==> src/rtl/rpn_pkg.sv <==
package rpn_pkg;

  localparam int VAL_W = 32;
  localparam int PROD_W = 2 * VAL_W;

  typedef enum logic [2:0] {
    CMD_NUM = 3'd0,
    CMD_ADD = 3'd1,
    CMD_SUB = 3'd2,
    CMD_MUL = 3'd3,
    CMD_DIV = 3'd4,
    CMD_END = 3'd5
  } rpn_cmd_t;

  localparam logic [1:0] ST_OK        = 2'd0;
  localparam logic [1:0] ST_MALFORMED = 2'd1;
  localparam logic [1:0] ST_DIVZERO   = 2'd2;
  localparam logic [1:0] ST_OVERFLOW  = 2'd3;

  localparam logic signed [VAL_W-1:0] VAL_MAX = {1'b0, {(VAL_W-1){1'b1}}};
  localparam logic signed [VAL_W-1:0] VAL_MIN = {1'b1, {(VAL_W-1){1'b0}}};

  // commands from the controller to the datapath
  typedef struct packed {
    logic       push;
    logic       set_err;
    logic [1:0] err_code;
    logic       rd_start;
    logic       alu_commit;
    logic       sub;
    logic       mul_load;
    logic       mul_commit;
    logic       div_start;
    logic       div_commit;
    logic       finish;
  } rpn_ctl_t;

  // status from the datapath to the controller
  typedef struct packed {
    logic depth_lt2;
    logic full;
    logic err_active;
    logic tos_zero;
    logic div_done;
  } rpn_stat_t;

  function automatic logic signed [VAL_W-1:0] sat_val(input logic signed [PROD_W-1:0] v);
    logic signed [PROD_W-1:0] hi;
    logic signed [PROD_W-1:0] lo;
    hi = {{VAL_W{1'b0}}, VAL_MAX};
    lo = {{VAL_W{1'b1}}, VAL_MIN};
    if (v > hi) begin
      return VAL_MAX;
    end else if (v < lo) begin
      return VAL_MIN;
    end else begin
      return v[VAL_W-1:0];
    end
  endfunction

endpackage

==> src/rtl/rpn_stack_calculator.sv <==
// Reverse Polish evaluator over signed fixed point (FRAC_BITS fraction bits,
// Q16.16 by default) with an operand stack of STACK_DEPTH entries. Each item is
// a token: push, add, subtract, multiply, divide or end; only the end token
// gives a result (value and status), after which the stack and error are
// cleared. All arithmetic saturates to 32 bits. The top of stack sits in a
// register and the rest in a one-write, one-read RAM, so push, end, ignored
// tokens and operators that latch an error need no RAM read, add and subtract
// take a RAM read and the write back, multiply a RAM read, a registered
// product, then shift and saturate, and divide a RAM read, a divider load,
// the restoring divider at one quotient bit a cycle, and the write back. A
// new item is taken only when the previous one is done; a result waiting on
// out_ready holds off the next item only until it is taken.
module rpn_stack_calculator import rpn_pkg::*; #(
  parameter int STACK_DEPTH = 16,
  parameter int FRAC_BITS   = 16
) (
  input  logic                    clk,
  input  logic                    rst_n,
  input  logic                    in_valid,
  output logic                    in_ready,
  input  logic [2:0]              in_cmd,
  input  logic signed [VAL_W-1:0] in_operand_value,
  output logic                    out_valid,
  input  logic                    out_ready,
  output logic signed [VAL_W-1:0] out_final_value,
  output logic [1:0]              out_status
);

  rpn_ctl_t  ctl;
  rpn_stat_t stat;

  rpn_ctrl u_ctrl (
    .clk       (clk),
    .rst_n     (rst_n),
    .in_valid  (in_valid),
    .in_ready  (in_ready),
    .in_cmd    (in_cmd),
    .out_valid (out_valid),
    .out_ready (out_ready),
    .stat      (stat),
    .ctl       (ctl)
  );

  rpn_dp #(
    .STACK_DEPTH (STACK_DEPTH),
    .FRAC_BITS   (FRAC_BITS)
  ) u_dp (
    .clk              (clk),
    .rst_n            (rst_n),
    .in_operand_value (in_operand_value),
    .ctl              (ctl),
    .stat             (stat),
    .out_final_value  (out_final_value),
    .out_status       (out_status)
  );

endmodule

==> src/rtl/rpn_ram.sv <==
module rpn_ram #(
  parameter int WIDTH = 32,
  parameter int DEPTH = 16
) (
  input  logic                     clk,
  input  logic                     we,
  input  logic [$clog2(DEPTH)-1:0] waddr,
  input  logic [WIDTH-1:0]         wdata,
  input  logic                     re,
  input  logic [$clog2(DEPTH)-1:0] raddr,
  output logic [WIDTH-1:0]         rdata
);

  logic [WIDTH-1:0] mem_r [DEPTH];
  logic [WIDTH-1:0] rdata_r;

  always_ff @(posedge clk) begin
    if (we) begin
      mem_r[waddr] <= wdata;
    end
    if (re) begin
      rdata_r <= mem_r[raddr];
    end
  end

  assign rdata = rdata_r;

endmodule

==> src/rtl/rpn_div.sv <==
module rpn_div import rpn_pkg::*; #(
  parameter int FRAC_BITS = 16
) (
  input  logic                    clk,
  input  logic                    rst_n,
  input  logic                    start,
  input  logic signed [VAL_W-1:0] dividend,
  input  logic signed [VAL_W-1:0] divisor,
  output logic                    done,
  output logic signed [VAL_W-1:0] quotient
);

  localparam int CNT_W = $clog2(VAL_W + 1);

  logic [VAL_W-1:0]  num_mag;
  logic [VAL_W-1:0]  den_mag;
  logic [PROD_W-1:0] num_wide;

  logic [VAL_W-1:0] rem_r,  rem_nxt;
  logic [VAL_W-1:0] quo_r,  quo_nxt;
  logic [VAL_W-1:0] den_r,  den_nxt;
  logic             neg_r,  neg_nxt;
  logic             ovf_r,  ovf_nxt;
  logic [CNT_W-1:0] cnt_r,  cnt_nxt;
  logic             busy_r, busy_nxt;
  logic             done_r, done_nxt;

  logic [VAL_W:0]   trial;
  logic [VAL_W:0]   trial_diff;

  assign num_mag  = dividend[VAL_W-1] ? (~dividend + 1'b1) : dividend;
  assign den_mag  = divisor[VAL_W-1]  ? (~divisor + 1'b1)  : divisor;
  assign num_wide = {{VAL_W{1'b0}}, num_mag} << FRAC_BITS;

  // one quotient bit a cycle; the partial remainder stays below the divisor unless the quotient overflows
  assign trial      = {rem_r, quo_r[VAL_W-1]};
  assign trial_diff = trial - {1'b0, den_r};

  always_comb begin
    rem_nxt  = rem_r;
    quo_nxt  = quo_r;
    den_nxt  = den_r;
    neg_nxt  = neg_r;
    ovf_nxt  = ovf_r;
    cnt_nxt  = cnt_r;
    busy_nxt = busy_r;
    done_nxt = 1'b0;
    if (start) begin
      den_nxt  = den_mag;
      neg_nxt  = dividend[VAL_W-1] ^ divisor[VAL_W-1];
      // high half not below the divisor: quotient needs more than 32 bits
      ovf_nxt  = num_wide[PROD_W-1:VAL_W] >= den_mag;
      rem_nxt  = num_wide[PROD_W-1:VAL_W];
      quo_nxt  = num_wide[VAL_W-1:0];
      cnt_nxt  = CNT_W'(VAL_W);
      busy_nxt = 1'b1;
    end else if (busy_r) begin
      if (!trial_diff[VAL_W]) begin
        rem_nxt = trial_diff[VAL_W-1:0];
        quo_nxt = {quo_r[VAL_W-2:0], 1'b1};
      end else begin
        rem_nxt = trial[VAL_W-1:0];
        quo_nxt = {quo_r[VAL_W-2:0], 1'b0};
      end
      cnt_nxt = cnt_r - 1'b1;
      if (cnt_r == CNT_W'(1)) begin
        busy_nxt = 1'b0;
        done_nxt = 1'b1;
      end
    end
  end

  always_ff @(posedge clk) begin
    if (!rst_n) begin
      busy_r <= 1'b0;
      done_r <= 1'b0;
      cnt_r  <= '0;
    end else begin
      busy_r <= busy_nxt;
      done_r <= done_nxt;
      cnt_r  <= cnt_nxt;
    end
    rem_r <= rem_nxt;
    quo_r <= quo_nxt;
    den_r <= den_nxt;
    neg_r <= neg_nxt;
    ovf_r <= ovf_nxt;
  end

  always_comb begin
    if (ovf_r) begin
      quotient = neg_r ? VAL_MIN : VAL_MAX;
    end else if (neg_r) begin
      quotient = (quo_r > VAL_MIN) ? VAL_MIN : (~quo_r + 1'b1);
    end else begin
      quotient = quo_r[VAL_W-1] ? VAL_MAX : quo_r;
    end
  end

  assign done = done_r;

endmodule

==> src/rtl/rpn_dp.sv <==
module rpn_dp import rpn_pkg::*; #(
  parameter int STACK_DEPTH = 16,
  parameter int FRAC_BITS   = 16
) (
  input  logic                    clk,
  input  logic                    rst_n,
  input  logic signed [VAL_W-1:0] in_operand_value,
  input  rpn_ctl_t                ctl,
  output rpn_stat_t               stat,
  output logic signed [VAL_W-1:0] out_final_value,
  output logic [1:0]              out_status
);

  localparam int DEPTH_W = $clog2(STACK_DEPTH + 1);
  localparam int ADDR_W  = $clog2(STACK_DEPTH);

  logic signed [VAL_W-1:0]  tos_r,   tos_nxt;
  logic [DEPTH_W-1:0]       depth_r, depth_nxt;
  logic [1:0]               err_r,   err_nxt;
  logic signed [PROD_W-1:0] prod_r;
  logic signed [VAL_W-1:0]  val_r,   val_nxt;
  logic [1:0]               status_r, status_nxt;

  logic [DEPTH_W-1:0]       depth_m1;
  logic [DEPTH_W-1:0]       depth_m2;
  logic                     ram_we;
  logic signed [VAL_W-1:0]  lower;
  logic signed [VAL_W:0]    sum;
  logic signed [PROD_W-1:0] sum_wide;
  logic signed [PROD_W-1:0] prod_sh;
  logic                     div_done;
  logic signed [VAL_W-1:0]  div_q;

  assign depth_m1 = depth_r - DEPTH_W'(1);
  assign depth_m2 = depth_r - DEPTH_W'(2);

  // the top of stack lives in tos_r; the memory holds the entries below it
  assign ram_we = ctl.push && (depth_r != '0);

  rpn_ram #(
    .WIDTH (VAL_W),
    .DEPTH (STACK_DEPTH)
  ) u_stack (
    .clk   (clk),
    .we    (ram_we),
    .waddr (depth_m1[ADDR_W-1:0]),
    .wdata (tos_r),
    .re    (ctl.rd_start),
    .raddr (depth_m2[ADDR_W-1:0]),
    .rdata (lower)
  );

  rpn_div #(
    .FRAC_BITS (FRAC_BITS)
  ) u_div (
    .clk      (clk),
    .rst_n    (rst_n),
    .start    (ctl.div_start),
    .dividend (lower),
    .divisor  (tos_r),
    .done     (div_done),
    .quotient (div_q)
  );

  assign sum = ctl.sub ? ({lower[VAL_W-1], lower} - {tos_r[VAL_W-1], tos_r})
                       : ({lower[VAL_W-1], lower} + {tos_r[VAL_W-1], tos_r});
  assign sum_wide = {{(PROD_W-VAL_W-1){sum[VAL_W]}}, sum};
  // arithmetic shift rounds toward minus infinity
  assign prod_sh  = prod_r >>> FRAC_BITS;

  always_comb begin
    tos_nxt    = tos_r;
    depth_nxt  = depth_r;
    err_nxt    = err_r;
    val_nxt    = val_r;
    status_nxt = status_r;
    if (ctl.finish) begin
      if (err_r != ST_OK) begin
        val_nxt    = '0;
        status_nxt = err_r;
      end else if (depth_r == DEPTH_W'(1)) begin
        val_nxt    = tos_r;
        status_nxt = ST_OK;
      end else begin
        val_nxt    = '0;
        status_nxt = ST_MALFORMED;
      end
      depth_nxt = '0;
      err_nxt   = ST_OK;
    end
    if (ctl.push) begin
      tos_nxt   = in_operand_value;
      depth_nxt = depth_r + DEPTH_W'(1);
    end
    if (ctl.set_err) begin
      err_nxt = ctl.err_code;
    end
    if (ctl.alu_commit) begin
      tos_nxt   = sat_val(sum_wide);
      depth_nxt = depth_m1;
    end
    if (ctl.mul_commit) begin
      tos_nxt   = sat_val(prod_sh);
      depth_nxt = depth_m1;
    end
    if (ctl.div_commit) begin
      tos_nxt   = div_q;
      depth_nxt = depth_m1;
    end
  end

  always_ff @(posedge clk) begin
    if (!rst_n) begin
      depth_r <= '0;
      err_r   <= ST_OK;
    end else begin
      depth_r <= depth_nxt;
      err_r   <= err_nxt;
    end
    tos_r    <= tos_nxt;
    val_r    <= val_nxt;
    status_r <= status_nxt;
    if (ctl.mul_load) begin
      prod_r <= lower * tos_r;
    end
  end

  assign stat.depth_lt2  = depth_r < DEPTH_W'(2);
  assign stat.full       = depth_r == DEPTH_W'(STACK_DEPTH);
  assign stat.err_active = err_r != ST_OK;
  assign stat.tos_zero   = tos_r == '0;
  assign stat.div_done   = div_done;

  assign out_final_value = val_r;
  assign out_status      = status_r;

`ifndef SYNTHESIS
  a_depth_bound: assert property (@(posedge clk) disable iff (!rst_n)
    depth_r <= DEPTH_W'(STACK_DEPTH))
    else $error("stack depth beyond capacity");
  a_finish_clears: assert property (@(posedge clk) disable iff (!rst_n)
    ctl.finish |=> (depth_r == '0) && (err_r == ST_OK))
    else $error("end token did not clear stack and error");
  a_op_operands: assert property (@(posedge clk) disable iff (!rst_n)
    (ctl.rd_start || ctl.alu_commit || ctl.mul_load || ctl.div_start)
      |-> (depth_r >= DEPTH_W'(2)) && (err_r == ST_OK))
    else $error("operator issued without two operands");
`endif

endmodule

==> src/rtl/rpn_ctrl.sv <==
module rpn_ctrl import rpn_pkg::*; (
  input  logic       clk,
  input  logic       rst_n,
  input  logic       in_valid,
  output logic       in_ready,
  input  logic [2:0] in_cmd,
  output logic       out_valid,
  input  logic       out_ready,
  input  rpn_stat_t  stat,
  output rpn_ctl_t   ctl
);

  typedef enum logic [1:0] {
    S_IDLE,
    S_READ,
    S_MUL,
    S_DIV
  } state_t;

  state_t   state_r,     state_nxt;
  rpn_cmd_t op_r,        op_nxt;
  logic     out_valid_r, out_valid_nxt;
  logic     accept;

  always_comb begin
    state_nxt = state_r;
    op_nxt    = op_r;
    ctl       = '0;
    in_ready  = (state_r == S_IDLE) && (!out_valid_r || out_ready);
    accept    = in_valid && in_ready;
    case (state_r)
      S_IDLE: begin
        if (accept) begin
          case (rpn_cmd_t'(in_cmd))
            CMD_END: begin
              ctl.finish = 1'b1;
            end
            CMD_NUM: begin
              if (!stat.err_active) begin
                if (stat.full) begin
                  ctl.set_err  = 1'b1;
                  ctl.err_code = ST_OVERFLOW;
                end else begin
                  ctl.push = 1'b1;
                end
              end
            end
            CMD_ADD, CMD_SUB, CMD_MUL, CMD_DIV: begin
              if (!stat.err_active) begin
                if (stat.depth_lt2) begin
                  ctl.set_err  = 1'b1;
                  ctl.err_code = ST_MALFORMED;
                end else if ((rpn_cmd_t'(in_cmd) == CMD_DIV) && stat.tos_zero) begin
                  ctl.set_err  = 1'b1;
                  ctl.err_code = ST_DIVZERO;
                end else begin
                  // fetch the entry under the top of stack
                  ctl.rd_start = 1'b1;
                  op_nxt       = rpn_cmd_t'(in_cmd);
                  state_nxt    = S_READ;
                end
              end
            end
            default: ;
          endcase
        end
      end
      S_READ: begin
        state_nxt = S_IDLE;
        case (op_r)
          CMD_ADD: ctl.alu_commit = 1'b1;
          CMD_SUB: begin
            ctl.alu_commit = 1'b1;
            ctl.sub        = 1'b1;
          end
          CMD_MUL: begin
            ctl.mul_load = 1'b1;
            state_nxt    = S_MUL;
          end
          CMD_DIV: begin
            ctl.div_start = 1'b1;
            state_nxt     = S_DIV;
          end
          default: ;
        endcase
      end
      S_MUL: begin
        ctl.mul_commit = 1'b1;
        state_nxt      = S_IDLE;
      end
      S_DIV: begin
        if (stat.div_done) begin
          ctl.div_commit = 1'b1;
          state_nxt      = S_IDLE;
        end
      end
      default: state_nxt = S_IDLE;
    endcase
    if (ctl.finish) begin
      out_valid_nxt = 1'b1;
    end else if (out_ready) begin
      out_valid_nxt = 1'b0;
    end else begin
      out_valid_nxt = out_valid_r;
    end
  end

  always_ff @(posedge clk) begin
    if (!rst_n) begin
      state_r     <= S_IDLE;
      op_r        <= CMD_NUM;
      out_valid_r <= 1'b0;
    end else begin
      state_r     <= state_nxt;
      op_r        <= op_nxt;
      out_valid_r <= out_valid_nxt;
    end
  end

  assign out_valid = out_valid_r;

`ifndef SYNTHESIS
  a_div_done_in_wait: assert property (@(posedge clk) disable iff (!rst_n)
    stat.div_done |-> (state_r == S_DIV))
    else $error("divider finished outside the divide wait");
  a_finish_shows: assert property (@(posedge clk) disable iff (!rst_n)
    ctl.finish |=> out_valid_r)
    else $error("end token gave no result");
`endif

endmodule
==> config.mk <==
export PLATFORM = sky130hd
export DESIGN_NAME = rpn_stack_calculator
export DESIGN_NICKNAME = d
export VERILOG_FILES = /design/src/rtl/rpn_pkg.sv /design/src/rtl/rpn_stack_calculator.sv /design/src/rtl/rpn_ram.sv /design/src/rtl/rpn_div.sv /design/src/rtl/rpn_dp.sv /design/src/rtl/rpn_ctrl.sv
export SDC_FILE = /design/constraint.sdc
export NUM_CORES = 2
export LEC_CHECK = 0
export BUFFER_PORTS_ARGS = -buffer_cell sky130_fd_sc_hd__buf_2
export CELL_PAD_IN_SITES_DETAIL_PLACEMENT = 1
export CELL_PAD_IN_SITES_GLOBAL_PLACEMENT = 1
export CORE_MARGIN = 5
export CORE_UTILIZATION = 54
export DETAILED_ROUTE_END_ITERATION = 8
export PLACE_DENSITY = 0.87
export SLEW_MARGIN = 15
export SYNTH_ARGS = -nofsm -noshare
export SYNTH_HDL_FRONTEND = slang
export SYNTH_SLANG_ARGS = --single-unit
==> constraint.sdc <==
create_clock -name clk -period 10.5 [get_ports clk]
set_input_delay 1.05 -clock clk [delete_from_list [all_inputs] [get_ports clk]]
set_output_delay 1.05 -clock clk [all_outputs]
set_load 0.01 [all_outputs]
# Word level (Yosys, flattened, before mapping)
# Memories as Yosys holds them, arrays and structs flattened. A register that Yosys moved wholly into a read port is not among the register bits.
# Cells that the tools add are included.
# word_totals
ff_bits	249
latch_bits	0
mem_bits_rw	512
romBits	0
output_inout_bits	36
memories	1
# mem_list
memory	words	width	read_ports	rd_ports_with_merged_regs	write_ports	line_no	text
u_dp.u_stack.mem_r	16	32	1	1	1	rpn_ram.sv:14	logic [WIDTH-1:0] mem_r [DEPTH];
# classes
n_addsub	10
mul	1
n_div	0
order_cmp	7
n_eq_ne	21
shifts	0
mux	74
n_bitwise	10
n_reduce_logical	23
# ops
operator	n
two-way mux 32 bit	17
adder 32 x 1 -> 32 bit, second input constant	3
inverter 32 bit	3
multiplier 32 x 32 -> 64 bit	1
> comparator 48 x 32 -> 1 bit, second input constant	1
less-than comparator 48 x 32 -> 1 bit, second input constant	1
two-way mux 5 bit	7
adder 32 x 32 -> 33 bit	1
> comparator 33 x 32 -> 1 bit, second input constant	1
less-than comparator 33 x 32 -> 1 bit, second input constant	1
two-way mux 33 bit	1
subtractor 32 x 32 -> 33 bit	1
subtractor 33 x 32 -> 33 bit	1
>= comparator 16 x 32 -> 1 bit	1
> comparator 32 bit, second input constant	1
zero test 32 bit	1
two-way mux 16 bit	2
two-way mux 31 bit	1
two-way mux 1 bit	26
two-way mux 2 bit	9
equality test 3 x 2 -> 1 bit, second input constant	4
two-way mux 3 bit	4
two-way mux 6 bit	2
AND reduction 6 bit	2
31 further kinds	54

# Logic depth before layout (Yosys ltp)
# depth
ltp_word	12
depth_mapped	31
depth_no_buf	29

# Hierarchy
# Synthesis repeated with hierarchy kept, for this count alone.
# unflattened
hier_cells	6476
hier_area_um2	72474.5
# modules_own_cells
mod	n_inst	cells_each	area_each_um2
rpn_dp	1	4565	43138.9
rpn_ram	1	838	20155.6
rpn_div	1	1011	8690.8
rpn_ctrl	1	62	489.2

# Worst setup path before layout
# No wires, ideal clock.
# synth_path
kind	reg2reg
start	reg u_dp.u_stack.rdata_r[31] (netlist: u_dp.u_stack.rdata[31]), read port of u_dp.u_stack.mem_r
end	reg u_dp.prod_r[63], data pin
arrival_ns	8.116
slack_ns	2.121
stages_incl_launch_ff	27
n_path_buf	3
synth_period_minus_slack_ns	8.379
cell_sequence	edfxtp_1 -> clkbuf_1 -> clkbuf_1 -> clkbuf_1 -> nand2_1 -> fa_1 -> fa_1 -> inv_1 -> fa_1 -> fa_1 -> fa_1 -> fa_1 -> fa_1 -> inv_1 -> fa_1 -> inv_1 -> ha_1 -> o21a_1 -> o2bb2ai_1 -> nor4_1 -> a221oi_1 -> o21ai_0 -> a21oi_1 -> o21ba_2 -> o31ai_1 -> a311oi_1 -> xnor2_1
# synth_between
elab_chain_len	1
# synth_lines
item	line_no	text
from (decl)	rpn_ram.sv:15	logic [WIDTH-1:0] rdata_r;
multiplier 32 x 32 -> 64 bit	rpn_dp.sv:124	prod_r <= lower * tos_r;
to (signal assigned)	rpn_dp.sv:124	
to (decl)	rpn_dp.sv:20	logic signed [PROD_W-1:0] prod_r;
# Every way passes these cells.
# A chain may end at the register's enable or synchronous reset.

# Final worst setup path
# layout_path
start	reg u_dp.tos_r[24]
end	reg u_dp.prod_r[43], data pin
# layout_between
elab_chain_len	1
# layout_lines
item	line_no	text
from (decl)	rpn_dp.sv:17	logic signed [VAL_W-1:0] tos_r, tos_nxt;
from (signal assigned)	rpn_dp.sv:120	tos_r <= tos_nxt;
multiplier 32 x 32 -> 64 bit	rpn_dp.sv:124	
# Every way passes these cells.

==> out/summary.md <==
Summed over all cells, the static leakage comes to 32.93 nW. The worst setup path is launched from a flop. Port buffering added 74 buffers.

The flow ran to the end, and the final reports show no timing, DRC or antenna violations. Clock-pin slew was measured on the worst setup and hold paths at 0.07 ns. Dividing the detail-routed via count by the number of cells gives 6.765.

The final cycle utilization of the critical path was 0.9548. The number of distinct library cells after synthesis is 89, and the aggregate global routing overflow is 0. The startpoint identified for the worst register-to-register timing path is u_dp.tos_r[24]. Following the worst setup path forward leads to its endpoint at u_dp.prod_r[43]. The longest clock path from root to sink contains 3 buffers. Post-synthesis to final-layout area growth: 7.508%.

Dividing the detail-routed wire length by the instance count gives 34.86 um. Data arrival time at the worst-slack endpoint: 10.49 ns. After routing the design area is 77750 sq um. The fraction of synthesis flops using an asynchronous set or reset pin came out at 0.

The top routing layer in use was met5. TritonCTS built the clock tree. The die height was 376.0 um. In this run the core area contains 134 standard-cell rows. Number of cells upsized or downsized after cts: 0.

The tools report the maximum ir drop on the vdd rail as 0.3392 mV. For the maximum number of pins on one net before global-route repair, the log shows 105. Setup repair after global routing left no endpoint under its margin. The tool flagged a number of max-cap violations equal to 0. Counting the fill cells in the layout gives 13710. Ranked by total cell area, the synthesized netlist is headed by edfxtp_1 (30%), fa_1 (30%), inv_1 (5.8%). The first-iteration detailed-routing DRC count was 8591. Setup total negative slack on the finished layout was measured at 0 ns.

The synthesized flop and latch total is 777. Registers take 22810 sq um. The hold violation total from the final report was 0. In this run the remaining antenna-violating nets after routing total 0.

The slack of the worst reg-to-reg path was 0.47 ns; the number of global-route vias before repair was 61329. In this run the power density over the cells is 222.4 nW/um^2. In this run the clock root is driven by a clkbuf_16.

The clock arrives with 0.07116 ns of skew. The critical path in this run is classified as flop to flop. The setup slack at placement came out at 1.185 ns. Counting flops with a built-in enable in the synthesized netlist gives 724. The number of sinks handled by clock tree synthesis is 777, and the area of combinational cells with multiple inputs is 44050 sq um. The wire-length estimate of the detail-placed layout is 181800 um.

Number of CTS-inserted buffers: 81. The boundary pin count is 75. The final core utilization is 0.5833. The max-slew headroom at the worst pin was 0.05112; the total routing resource utilization after global routing was 0.4050.

Summed over all nets, wire length on met2 after detailed routing comes to 128000 um. Summing all placed instances gives a cell area of 74790 sq um. The worst setup path is captured at a flop.

Final worst slack: 0.4743 ns. The number of nets in the synthesized netlist is 7837. Derived from the worst setup path, the maximum achievable clock frequency is 0.09974 GHz. The run gives 0 as the count of yosys warnings during synthesis. The first global-routing pass estimated 414500 um of wire. The top-area cell type share of the netlist area came out at 0.3006. STA puts the critical path data required time at 10.96 ns. The netlist area before placement is 72320 sq um.

Counting every instance in the synthesized netlist gives 6439. The total area inside the core boundary comes to 133300 sq um. The cell depth of the worst flop-to-flop path is 24.

For the number of vias in the routed layout, the log shows 55713. The layout net count was 7772; the final-report max-slew violation count was 0. After detailed routing, the total wire length is 287100 um. The run gives 0.5426 as the initial cell density of the core. Slew at the pin closest to its max-slew limit: 1.423 ns. Final hold analysis gives a worst-case slack of 0.4803 ns.

The layout cell share with drive strength beyond 1 is 0.08793. The most area-hungry cell type in the Yosys netlist is edfxtp_1. The logs give 33 for the initial antenna violation count and 9 for the length of the first detailed-routing pass in iterations. The logs give 0.77 ns for the worst-skew pair later-pin latency and 37460 um for the routed length on met3. The worst-path maximum fanout works out to 41. For the fraction of the yosys area taken by sequential cells, the log shows 0.3153. The clock period minus worst slack was 10.03 ns. The tools report the post-cts hold buffer count as 0. Most used flip-flop cell after synthesis: edfxtp_1. The post-CTS setup repair buffer count was 0. The terminus of the critical flop-to-flop path is u_dp.prod_r[43].

The overall die area came out at 141400 sq um. The number of H-tree levels is 3, and the horizontal die dimension is 376.0 um. Worst min-delay path class: flop to flop. Met1 wire length: 91980 um. Worst setup path startpoint: u_dp.tos_r[24].

The DRC violations left was 0; the average footprint of a synthesized cell was 11.23 sq um. For the routability congestion estimate from global placement, the log shows 0.9892. The count of endpoints failing setup in the final report was 0.
[cell usage after synthesis, types with 30 or more instances]
cell type  instances
a21o_1            62
a21oi_1          182
and2_1           550
buf_1             54
clkbuf_1         300
dfxtp_1           53
edfxtp_1         724
fa_1            1083
ha_1             276
inv_1           1110
mux2i_1           50
mux4_2           160
nand2_1          694
nand3_1           59
nor2_1           194
nor3_1            52
o21ai_0          165
or3_1             30
xnor2_1          121
xor2_1            81
[routing by layer]
layer  up-vias  track usage
met5         -     0.004460
met4        12       0.3196
met3      1894       0.1539
met2      5110       0.6050
met1     28009       0.4698
li1      20688            -
[cell usage in the layout (no fill, tap or decap), types with 19 or more instances in the layout]
cell type / instances
o21ai_0: 165
o31ai_1: 25
nor4_1: 19
buf_4: 130
and2_1: 538
ha_1: 275
dfxtp_1: 50
buf_2: 75
nor3_1: 51
nand2b_1: 28
mux4_2: 160
diode_2: 31
inv_1: 1107
nor2b_1: 23
a31oi_1: 19
o21a_1: 21
or3_1: 30
edfxtp_1: 724
a21o_1: 62
a21oi_1: 182
mux2i_1: 50
fa_1: 1083
nor2_1: 189
xor2_1: 80
nand4_1: 29
a211oi_1: 29
xnor2_1: 121
nand3_1: 59
clkbuf_16: 81
nand2_1: 694
[state kept, by name, indices dropped and copies added, names as in the netlist, 2 cells and up]
| signal | cells |
|---|---|
| u_dp.u_div.quo_r | 32 |
| u_dp.u_div.den_r | 32 |
| u_dp.out_status | 2 |
| u_dp.u_stack.rdata | 32 |
| u_dp.u_div.cnt_r | 6 |
| u_dp.out_final_value | 32 |
| u_ctrl.state_r | 2 |
| u_dp.u_stack.mem_r | 512 |
| u_dp.u_div.rem_r | 32 |
| u_dp.tos_r | 32 |
| u_dp.err_r | 2 |
| u_ctrl.op_r | 3 |
| u_dp.depth_r | 5 |
| u_dp.prod_r | 48 |
[worst min-delay path by stage]
| stage | to | cells past startpoint | slack [ns] | from |
|---|---|---|---|---|
| finish | u_dp.u_div.cnt_r[0] | 2 | 0.48 | u_dp.u_div.cnt_r[0] |
| global placement | u_dp.u_div.cnt_r[0] | 2 | 0.46 | u_dp.u_div.cnt_r[0] |
| floorplan | u_dp.depth_r[4] | 2 | 0.45 | u_dp.depth_r[4] |
| detailed placement | u_dp.u_div.cnt_r[0] | 2 | 0.48 | u_dp.u_div.cnt_r[0] |
| CTS | u_dp.u_div.cnt_r[0] | 2 | 0.48 | u_dp.u_div.cnt_r[0] |
| global route | u_dp.u_div.cnt_r[0] | 2 | 0.51 | u_dp.u_div.cnt_r[0] |
[through the flow]
| step | cells | power [mW] |
|---|---|---|
| detailed placement | 8053 | 13.31 |
| floorplan | 6439 | 10.42 |
| global route | 8207 | 18.00 |
| finish | 8236 | 17.29 |
| CTS | 8199 | 16.71 |
| global placement | 8052 | 12.57 |
[critical path: stages, from the launching register on]
cell and delay, ns:
edfxtp_1 0.91, buf_4 0.62, nand2_1 0.20, fa_1 0.53, fa_1 0.86, fa_1 0.55
fa_1 0.40, inv_1 0.15, fa_1 0.47, fa_1 0.48, fa_1 0.50, inv_1 0.07
fa_1 0.48, inv_1 0.06, ha_1 0.40, nand2_1 0.15, nor2_1 0.42, nand2_1 0.24
nor2_1 0.63, o21ai_0 0.41, nand2_1 0.33, a31oi_1 0.19, o21bai_1 0.26, a21oi_1 0.13
xnor2_1 0.16
[area by class of cell]
type / count / area share
clock inverter: 51 / 0.009076
antenna: 31 / 0.0009977
multi-input combinational: 4182 / 0.5666
sequential: 777 / 0.2934
inverter: 1113 / 0.05373
clock buffer: 95 / 0.02687
timing repair buffer: 219 / 0.02094
tap: 1768 / 0.02845
[report_power, final]
part / switching (mW) / internal (mW)
logic: 6.39 / 3.86
clock network: 1.46 / 1.71
registers: 0.0241 / 3.84
[kinds of logic (layout without fill, tap and decap cells)]
family,after synthesis,in the layout,share of synthesized area
AO/OA/AOI/OAI,642,642,0.05602
XOR/XNOR,203,203,0.02469
adder cells (fa/ha/maj),1359,1359,0.3475
buffers and inverters,1480,1478,0.07721
flip-flops,777,777,0.3153
multiplexers,212,212,0.05706
other,0,31,0
AND/OR/NAND/NOR,1766,1766,0.1222
Note: power is estimated with default switching activity, not from simulation.
